--- src/ssg_pkg.sv ---
// Package for the spherical shell cell geometry block: payload types, constants, states.
// Depends on nothing; used by every module of the block.
package ssg_pkg;

    localparam int RADIUS_BITS = 20;
    localparam int CUBE_BITS   = 3 * RADIUS_BITS;
    localparam int AREA_BITS   = 2 * RADIUS_BITS + 4;
    localparam int INDEX_BITS  = 16;
    localparam int MAX_CELLS   = 65536;
    localparam int CNT_BITS    = $clog2(MAX_CELLS);

    localparam logic [35:0] FOUR_PI_Q32        = 36'hC90FDAA22;
    localparam logic [34:0] FOUR_THIRDS_PI_Q32 = 35'h430548E0B;

    localparam logic CFG_CORE_RADIUS = 1'b0;
    localparam logic CFG_BOX_RADIUS  = 1'b1;

    typedef struct packed {
        logic [RADIUS_BITS-1:0] radius;
        logic                   last_point;
    } in_item_t;

    typedef struct packed {
        logic [INDEX_BITS-1:0]  cell_index;
        logic [RADIUS_BITS-1:0] inner_face_radius;
        logic [RADIUS_BITS-1:0] outer_face_radius;
        logic [43:0]            inner_face_area;
        logic [44:0]            surface_area;
        logic signed [63:0]     volume;
        logic [RADIUS_BITS-1:0] center_radius;
        logic                   last_cell;
    } out_item_t;

    typedef enum logic [3:0] {
        ST_IDLE,
        ST_FACE,
        ST_SQ,
        ST_CUBE,
        ST_AREA,
        ST_VOL,
        ST_CBRT_SQ,
        ST_CBRT_CU,
        ST_OUT,
        ST_NEXT
    } state_t;

endpackage

--- src/spherical_shell_cell_geometry.sv ---
// Top level of the spherical shell cell geometry block.
// Depends on ssg_pkg; one shared 32 by 36 bit multiplier runs under a small sequencer.
//
//   channel   direction  handshake           payload
//   in        input      in_valid/in_stall   ssg_pkg::in_item_t
//   out       output     out_valid/out_stall ssg_pkg::out_item_t
//   cfg       input      cfg_we              cfg_index, cfg_data
//
// Every multiply works through the wide operand in its two 32 bit halves, one after the other.
// A cell pass runs square, cube, area and volume, then the cube root at two multiplies
// per result bit, then one step for output and one for bookkeeping.
// An item takes one pass, or two when it closes a set, and in_stall holds off the next
// input until the item is done. Reset is asynchronous and clears control state.
// A result held by out_stall stops the next pass at its output step.
module spherical_shell_cell_geometry (
    input  logic                              clk,
    input  logic                              rst_n,
    input  logic                              in_valid,
    output logic                              in_stall,
    input  ssg_pkg::in_item_t                 in_data,
    output logic                              out_valid,
    input  logic                              out_stall,
    output ssg_pkg::out_item_t                out_data,
    input  logic                              cfg_we,
    input  logic                              cfg_index,
    input  logic [ssg_pkg::RADIUS_BITS-1:0]   cfg_data
);

    localparam int RB = ssg_pkg::RADIUS_BITS;
    localparam int CB = ssg_pkg::CUBE_BITS;
    localparam int AB = ssg_pkg::AREA_BITS;
    localparam int BB = $clog2(RB);
    localparam int NB = ssg_pkg::CNT_BITS;

    ssg_pkg::state_t state_reg, state_next;

    logic [RB-1:0] core_reg, box_reg;
    logic [RB-1:0] prev_r_reg, prev_face_reg;
    logic [CB-1:0] prev_cube_reg;
    logic [AB-1:0] prev_area_reg;
    logic [ssg_pkg::CNT_BITS-1:0] cnt_reg;
    logic          started_reg;

    logic [RB-1:0] in_r_reg;
    logic          in_last_reg;
    logic          second_reg;

    logic [RB-1:0] ri_reg, ro_reg;
    logic [CB-1:0] ci_reg, co_reg;
    logic [AB-1:0] ai_reg, ao_reg;
    logic          vneg_reg;
    logic [CB-1:0] vmag_reg;
    logic [CB-1:0] mean_reg;
    logic [RB-1:0] y_reg, t_reg;
    logic [BB-1:0] bit_reg;
    logic [2*RB-1:0] sq_reg;
    logic          clast_reg;
    logic signed [63:0] vol_reg;
    ssg_pkg::out_item_t out_reg;
    logic          out_valid_reg;
    logic          out_load;

    // Shared multiplier: 32 x 36 bits per cycle, a 64 x 36 bit product in two halves.
    logic [63:0] mul_a;
    logic [35:0] mul_b;
    logic        mul_state;
    logic        mul_round;
    logic        half_reg;
    logic [31:0] mul_lo;
    logic [67:0] mul_q;
    logic [99:0] acc_reg;
    logic [99:0] mul_p;
    logic [63:0] scaled;

    assign mul_lo = half_reg ? mul_a[63:32] : mul_a[31:0];
    assign mul_q  = {36'd0, mul_lo} * {32'd0, mul_b};
    assign mul_p  = acc_reg + {mul_q, 32'd0};
    assign scaled = (mul_p[99:96] != 4'd0) ? {64{1'b1}} : mul_p[95:32];

    logic [RB-1:0] face_w;
    assign face_w = RB'(({1'b0, prev_r_reg} + {1'b0, in_r_reg}) >> 1);

    always_comb
    begin
        mul_a     = 64'd0;
        mul_b     = 36'd0;
        mul_state = 1'b0;
        mul_round = 1'b0;
        unique case (state_reg)
            ssg_pkg::ST_SQ:
            begin
                mul_a = 64'(ro_reg); mul_b = 36'(ro_reg); mul_state = 1'b1;
            end
            ssg_pkg::ST_CUBE:
            begin
                mul_a = 64'(sq_reg); mul_b = 36'(ro_reg); mul_state = 1'b1;
            end
            ssg_pkg::ST_AREA:
            begin
                mul_a = 64'(sq_reg); mul_b = ssg_pkg::FOUR_PI_Q32;
                mul_state = 1'b1; mul_round = 1'b1;
            end
            ssg_pkg::ST_VOL:
            begin
                mul_a = 64'(vmag_reg); mul_b = 36'(ssg_pkg::FOUR_THIRDS_PI_Q32);
                mul_state = 1'b1; mul_round = 1'b1;
            end
            ssg_pkg::ST_CBRT_SQ:
            begin
                mul_a = 64'(t_reg); mul_b = 36'(t_reg); mul_state = 1'b1;
            end
            ssg_pkg::ST_CBRT_CU:
            begin
                mul_a = 64'(sq_reg); mul_b = 36'(t_reg); mul_state = 1'b1;
            end
            default:             begin mul_a = 64'd0; mul_b = 36'd0; end
        endcase
    end

    always_comb
    begin
        state_next = state_reg;
        unique case (state_reg)
            ssg_pkg::ST_IDLE:    if (in_valid) state_next = ssg_pkg::ST_FACE;
            ssg_pkg::ST_FACE:    state_next = ssg_pkg::ST_SQ;
            ssg_pkg::ST_SQ:      state_next = ssg_pkg::ST_CUBE;
            ssg_pkg::ST_CUBE:    state_next = ssg_pkg::ST_AREA;
            ssg_pkg::ST_AREA:    state_next = ssg_pkg::ST_VOL;
            ssg_pkg::ST_VOL:     state_next = ssg_pkg::ST_CBRT_SQ;
            ssg_pkg::ST_CBRT_SQ: state_next = ssg_pkg::ST_CBRT_CU;
            ssg_pkg::ST_CBRT_CU: state_next = (bit_reg == BB'(0)) ? ssg_pkg::ST_OUT
                                                                  : ssg_pkg::ST_CBRT_SQ;
            ssg_pkg::ST_OUT:     if (!out_valid_reg || !out_stall) state_next = ssg_pkg::ST_NEXT;
            ssg_pkg::ST_NEXT:    state_next = ((!second_reg && clast_reg)
                                               || (!started_reg && in_last_reg))
                                              ? ssg_pkg::ST_SQ : ssg_pkg::ST_IDLE;
            default:             state_next = ssg_pkg::ST_IDLE;
        endcase
        if (mul_state && !half_reg)
            state_next = state_reg;
    end

    assign in_stall = (state_reg != ssg_pkg::ST_IDLE);
    assign out_load = (state_reg == ssg_pkg::ST_OUT) && (!out_valid_reg || !out_stall)
                      && (!second_reg || started_reg);

    always_ff @(posedge clk or negedge rst_n)
    begin
        if (!rst_n)
        begin
            state_reg     <= ssg_pkg::ST_IDLE;
            core_reg      <= '0;
            box_reg       <= '1;
            prev_r_reg    <= '0;
            prev_face_reg <= '0;
            prev_cube_reg <= '0;
            prev_area_reg <= '0;
            cnt_reg       <= '0;
            started_reg   <= 1'b0;
            out_valid_reg <= 1'b0;
            second_reg    <= 1'b0;
            half_reg      <= 1'b0;
        end
        else
        begin
            state_reg <= state_next;
            if (cfg_we)
            begin
                if (cfg_index == ssg_pkg::CFG_CORE_RADIUS) core_reg <= cfg_data;
                else                                       box_reg  <= cfg_data;
            end
            if (mul_state)
            begin
                half_reg <= !half_reg;
                if (!half_reg)
                    acc_reg <= {32'd0, mul_q} + (mul_round ? 100'h80000000 : 100'd0);
            end
            if (out_load)
                out_valid_reg <= 1'b1;
            else if (out_valid_reg && !out_stall)
                out_valid_reg <= 1'b0;
            unique case (state_reg)
                ssg_pkg::ST_IDLE:
                begin
                    in_r_reg    <= in_data.radius;
                    in_last_reg <= in_data.last_point;
                end
                ssg_pkg::ST_FACE:
                begin
                    // clast_reg marks that the set-closing cell follows this one.
                    if (!started_reg)
                    begin
                        cnt_reg    <= '0;
                        ri_reg     <= core_reg;
                        ro_reg     <= core_reg;
                        ci_reg     <= '0;
                        ai_reg     <= '0;
                        second_reg <= 1'b1;
                        clast_reg  <= 1'b0;
                    end
                    else
                    begin
                        ri_reg     <= prev_face_reg;
                        ci_reg     <= prev_cube_reg;
                        ai_reg     <= prev_area_reg;
                        ro_reg     <= face_w;
                        second_reg <= 1'b0;
                        clast_reg  <= in_last_reg;
                    end
                end
                ssg_pkg::ST_SQ:   if (half_reg) sq_reg <= mul_p[2*RB-1:0];
                ssg_pkg::ST_CUBE:
                if (half_reg)
                begin
                    co_reg <= mul_p[CB-1:0];
                    mean_reg <= CB'(({1'b0, ci_reg} + {1'b0, mul_p[CB-1:0]}) >> 1);
                    vneg_reg <= (mul_p[CB-1:0] < ci_reg);
                    vmag_reg <= (mul_p[CB-1:0] >= ci_reg) ? mul_p[CB-1:0] - ci_reg
                                                          : ci_reg - mul_p[CB-1:0];
                end
                ssg_pkg::ST_AREA:
                if (half_reg)
                begin
                    ao_reg  <= scaled[AB-1:0];
                    y_reg   <= '0;
                    bit_reg <= BB'(RB-1);
                    t_reg   <= RB'(1) << (RB-1);
                end
                ssg_pkg::ST_VOL:
                if (half_reg)
                begin
                    if (!vneg_reg)
                        vol_reg <= scaled[63] ? 64'sh7FFFFFFFFFFFFFFF : $signed(scaled);
                    else
                        vol_reg <= (scaled > 64'h8000000000000000)
                                   ? 64'sh8000000000000000 : $signed(~scaled + 64'd1);
                end
                ssg_pkg::ST_CBRT_SQ: if (half_reg) sq_reg <= mul_p[2*RB-1:0];
                ssg_pkg::ST_CBRT_CU:
                if (half_reg)
                begin
                    if (mul_p[CB-1:0] <= mean_reg)
                    begin
                        y_reg <= t_reg;
                        if (bit_reg != BB'(0)) t_reg <= t_reg | (RB'(1) << (bit_reg - BB'(1)));
                    end
                    else if (bit_reg != BB'(0))
                        t_reg <= y_reg | (RB'(1) << (bit_reg - BB'(1)));
                    bit_reg <= bit_reg - BB'(1);
                end
                ssg_pkg::ST_OUT:
                begin
                    if (out_load)
                    begin
                        out_reg.cell_index        <= ssg_pkg::INDEX_BITS'(cnt_reg);
                        out_reg.inner_face_radius <= ri_reg;
                        out_reg.outer_face_radius <= ro_reg;
                        out_reg.inner_face_area   <= ai_reg;
                        out_reg.surface_area      <= {1'b0, ai_reg} + {1'b0, ao_reg};
                        out_reg.volume            <= vol_reg;
                        out_reg.center_radius     <= y_reg;
                        out_reg.last_cell         <= second_reg;
                        cnt_reg <= cnt_reg + NB'(1);
                    end
                end
                ssg_pkg::ST_NEXT:
                begin
                    if (!second_reg && clast_reg)
                    begin
                        // Closing cell of the set: from the new face to the box radius.
                        ri_reg     <= ro_reg;
                        ci_reg     <= co_reg;
                        ai_reg     <= ao_reg;
                        ro_reg     <= box_reg;
                        second_reg <= 1'b1;
                    end
                    else if (!second_reg || !started_reg)
                    begin
                        if (!started_reg && in_last_reg)
                        begin
                            // First point is also the last: one cell from core to box.
                            ri_reg      <= ro_reg;
                            ci_reg      <= co_reg;
                            ai_reg      <= ao_reg;
                            ro_reg      <= box_reg;
                            started_reg <= 1'b1;
                            clast_reg   <= 1'b1;
                            second_reg  <= 1'b1;
                        end
                        else
                        begin
                            started_reg   <= 1'b1;
                            prev_r_reg    <= in_r_reg;
                            prev_face_reg <= ro_reg;
                            prev_cube_reg <= co_reg;
                            prev_area_reg <= ao_reg;
                        end
                    end
                    else
                    begin
                        started_reg   <= 1'b0;
                        cnt_reg       <= '0;
                        prev_r_reg    <= '0;
                        prev_face_reg <= '0;
                        prev_cube_reg <= '0;
                        prev_area_reg <= '0;
                    end
                end
                default: ;
            endcase
        end
    end

    assign out_valid = out_valid_reg;
    assign out_data  = out_reg;

endmodule

--- config.mk ---
export PLATFORM = sky130hd
export DESIGN_NAME = spherical_shell_cell_geometry
export DESIGN_NICKNAME = d
export VERILOG_FILES = /design/src/ssg_pkg.sv /design/src/spherical_shell_cell_geometry.sv
export SDC_FILE = /design/constraint.sdc
export NUM_CORES = 2
export LEC_CHECK = 0
export BUFFER_PORTS_ARGS = -buffer_cell sky130_fd_sc_hd__buf_2
export CAP_MARGIN = 20
export CORE_MARGIN = 1.5
export CORE_UTILIZATION = 57
export DETAILED_ROUTE_END_ITERATION = 10
export GPL_TIMING_DRIVEN = 0
export PLACE_DENSITY = 0.74
export RECOVER_POWER = 50
export SYNTH_ARGS = -nofsm -noshare
export SYNTH_HDL_FRONTEND = slang
export SYNTH_SLANG_ARGS = --single-unit
--- constraint.sdc ---
create_clock -name clk -period 46.7 [get_ports clk]
set_input_delay 2.335 -clock clk [delete_from_list [all_inputs] [get_ports clk]]
set_output_delay 2.335 -clock clk [all_outputs]
set_load 0.01 [all_outputs]
==> results by group <==
Run status
  • Status: finished, violations left
  • Failing checks: capacitance limit, slew limit

Die
  • FP Rows: 145
  • Initial Util: 0.5756
  • Chip Width: about 400 um
  • I/O pin count: about 280
  • Area of the core: 156800 um2
  • DIE AREA: 160700 um2
  • Die Span Y: 400.9 um

Global routing
  • Antenna violations before repair: 27
  • Global-route wire length before repair: 481400 um
  • Vias in the first global route: between 70k and 80k
  • GR peak layer: met2
  • Largest net degree at the start of global routing: 95
  • Met2 GRT Util: 0.6044
  • Met3 GRT Util: 0.09986
  • GRT Overall Usage: 0.4064
  • GR Layer Usage met1: 0.5626
  • Global route total overflow: 0

Detailed routing
  • Via count: 74.67k
  • Final wirelength: approximately 330000 um
  • Routed WL per cell: 27.45 um
  • Detailed Route Iter0 Violations: 9043
  • Post-DRT Antenna Nets: 0
  • DRT Pass-1 Iters: 7
  • Drt drc: 0
  • Via-to-Cell Ratio: 6.224

STA
  • Final Setup Violations: 0
  • Max Clock Freq: 47.68 MHz
  • Fin Hold WS: 0.3914 ns
  • Fin Setup TNS: 0 ns
  • Final hold vios: 0
  • Max-Slew Margin vs Limit: -2.780
  • RSZ-0062 raised after global routing: false
  • Post-Route Skew: 0.06159 ns
  • Worst-Margin Slew: 5.671 ns
  • Tmin final: 20.98 ns
  • Final worst-path cycle share: 0.4492
  • Fin. max-slew vios: about 430

Placement
  • Detailed placer's ending HPWL: ~270000 um
  • Gpl congestion: 1.047
  • Buffers added on ports: 278

Cells and area
  • Fraction of layout cells with a size suffix above 1: 0.05381
  • # nets final: 11.42k
  • Multi-input logic area: 53460 um2
  • Area grow syn2layout: 9.183%
  • Commonest non-fill, non-tap cell in the layout: inv_1
  • Most frequent cells in the layout: inv_1, nand2_1, edfxtp_1
  • Fillers: 13.24k
  • Register area: roughly 30000 um2
  • Max reg flops: 230

Worst setup path
  • Critical Path RT: 47.17 ns
  • Worst setup EP type: flop
  • Critical Path Max Stage Delay: 0.85 ns
  • CP Launch Type: flop
  • CP max stage cell: clkbuf_1
  • Critical Path Most Common Cell: fa_1
  • Setup CP Type: flop to flop
  • Critical Path Fanout Max: 10
  • Worst EP arrival: 21.44 ns

CTS
  • Clock root cell: clkbuf_16
  • Clock-pin slew on the worst setup and hold paths: 0.07 ns
  • Maximum buffer depth of the clock tree: 3
  • Worst skew pair latency: 0.76 ns
  • Inserted Clock Buffers: 97
  • # hold bufs at CTS: 0
  • CTS tree: done
  • H-tree levels: 3
  • Clock sinks: between 1k and 1.5k
  • CTS-repair resized insts: 0
  • Postcts setup bufs: 0

Yosys
  • Synth Area per Inst: 9.625 um2
  • Distinct cells, synth: 113
  • Post-synthesis sequential area ratio: 0.3372
  • Synthesized flop and latch total: roughly 1.0k
  • Post-synth top flop: edfxtp_1
  • Post-synth EDFFs: 839
  • Ys Warns: 0
  • Cell Area, Synth: 90220 um2
  • Fraction of registers with async set/reset: 0.1987
  • Syn Nets: 10.95k
  • Mapped Cells: 9374

Min path
  • Hold/Removal Path Class: flop to flop

Flow run
  • Max-cap violations: 8
==> critical path: cells and delay by family, from the launching register on <==
family	cells	cell delay, ns
flip-flops	1	0.37
multiplexers	1	0.43
AND/OR/NAND/NOR	25	6.49
buffers and inverters	13	3.64
XOR/XNOR	1	0.76
adder cells (fa/ha/maj)	11	5.18
AO/OA/AOI/OAI	13	3.76
==> Yosys cell counts (20+ instances only) <==
master	count	area [um2]
ha_1	729	9121
a21oi_1	602	3013
a21o_1	137	1028
mux2i_1	65	650.6
nand2b_1	86	538.0
dfrtp_1	188	4705
or3_1	29	181.4
nor4_1	42	262.8
inv_1	1275	4786
clkbuf_1	334	1254
o31ai_1	28	210.2
nor2b_1	62	387.9
edfxtp_1	839	25190
and2_1	63	394.1
a211oi_1	36	270.3
o21bai_1	118	885.9
xnor2_1	235	2058
xor2_1	91	797.0
buf_1	27	101.4
a31oi_1	37	231.5
fa_1	800	16020
buf_2	39	195.2
nor3_1	105	525.5
nand4_1	94	588.1
and3_1	49	306.5
dfstp_2	20	525.5
o21ai_1	40	200.2
a22oi_1	26	195.2
o21ai_0	575	2878
nor2_1	800	3003
o21a_1	59	442.9
nand3_1	103	515.5
or2_2	30	187.7
nand2_1	1175	4410
mux2_2	69	777.0
a21boi_0	22	165.2
o211ai_1	25	187.7
==> logic make-up after synthesis <==
kind of cell,after synthesis,share of synthesized area
compound gates,1905,0.1287
xor+xnor,333,0.03291
fa+ha+maj,1529,0.2786
buf+inv,1689,0.07123
flops,1047,0.3372
mux,134,0.01582
simple gates,2737,0.1356
==> through the flow <==
stage | instances | instance area (um2) | setup slack, ns | utilization
after global routing | 11982 | 98470 | 25.24 | 0.6282
final | 11998 | 98510 | 25.72 | 0.6284
after floorplan | 9374 | 90220 | 26.23 | -
after CTS | 11971 | 98870 | 26.60 | 0.6308
after global placement | 11710 | 94190 | 13.81 | 0.6009
after detailed placement | 11788 | 95330 | 26.79 | 0.6081
==> cell type report <==
class / count / area share
Clock inverter: 66 / 0.009793
Sequential cell: 1047 / 0.3088
Buffer: 407 / 0.01638
Clock buffer: 117 / 0.02622
Inverter: 1282 / 0.04885
Timing Repair Buffer: 367 / 0.02070
Antenna cell: 16 / 0.0004064
Multi-Input combinational cell: 6638 / 0.5427
Tap cell: 2058 / 0.02614
==> layer usage <==
metal  up-vias  wire (um)
met5         -        166
met4        28      17800
met3       785      37070
met2      4296     142500
met1     37144     131900
li1      32420          -
==> worst paths after layout <==
check | startpoint | to | slack (ns) | cells past startpoint
worst max-delay path | state_reg[2] | vol_reg[43] | 25.72 | 64
worst min-delay path | vol_reg[29] | out_data[50] | 0.39 | 0
worst max register to register | state_reg[2] | vol_reg[43] | 25.72 | 64
worst min register to register | vol_reg[29] | out_data[50] | 0.39 | 0
max in group asynchronous | rst_n | prev_cube_reg[36] | 37.33 | 2
min in group asynchronous | rst_n | prev_r_reg[7] | 2.65 | 1
Power is left out: the tool's default activity adds up to more than one toggle a clock period on the data nets, which glitch-free logic cannot reach.
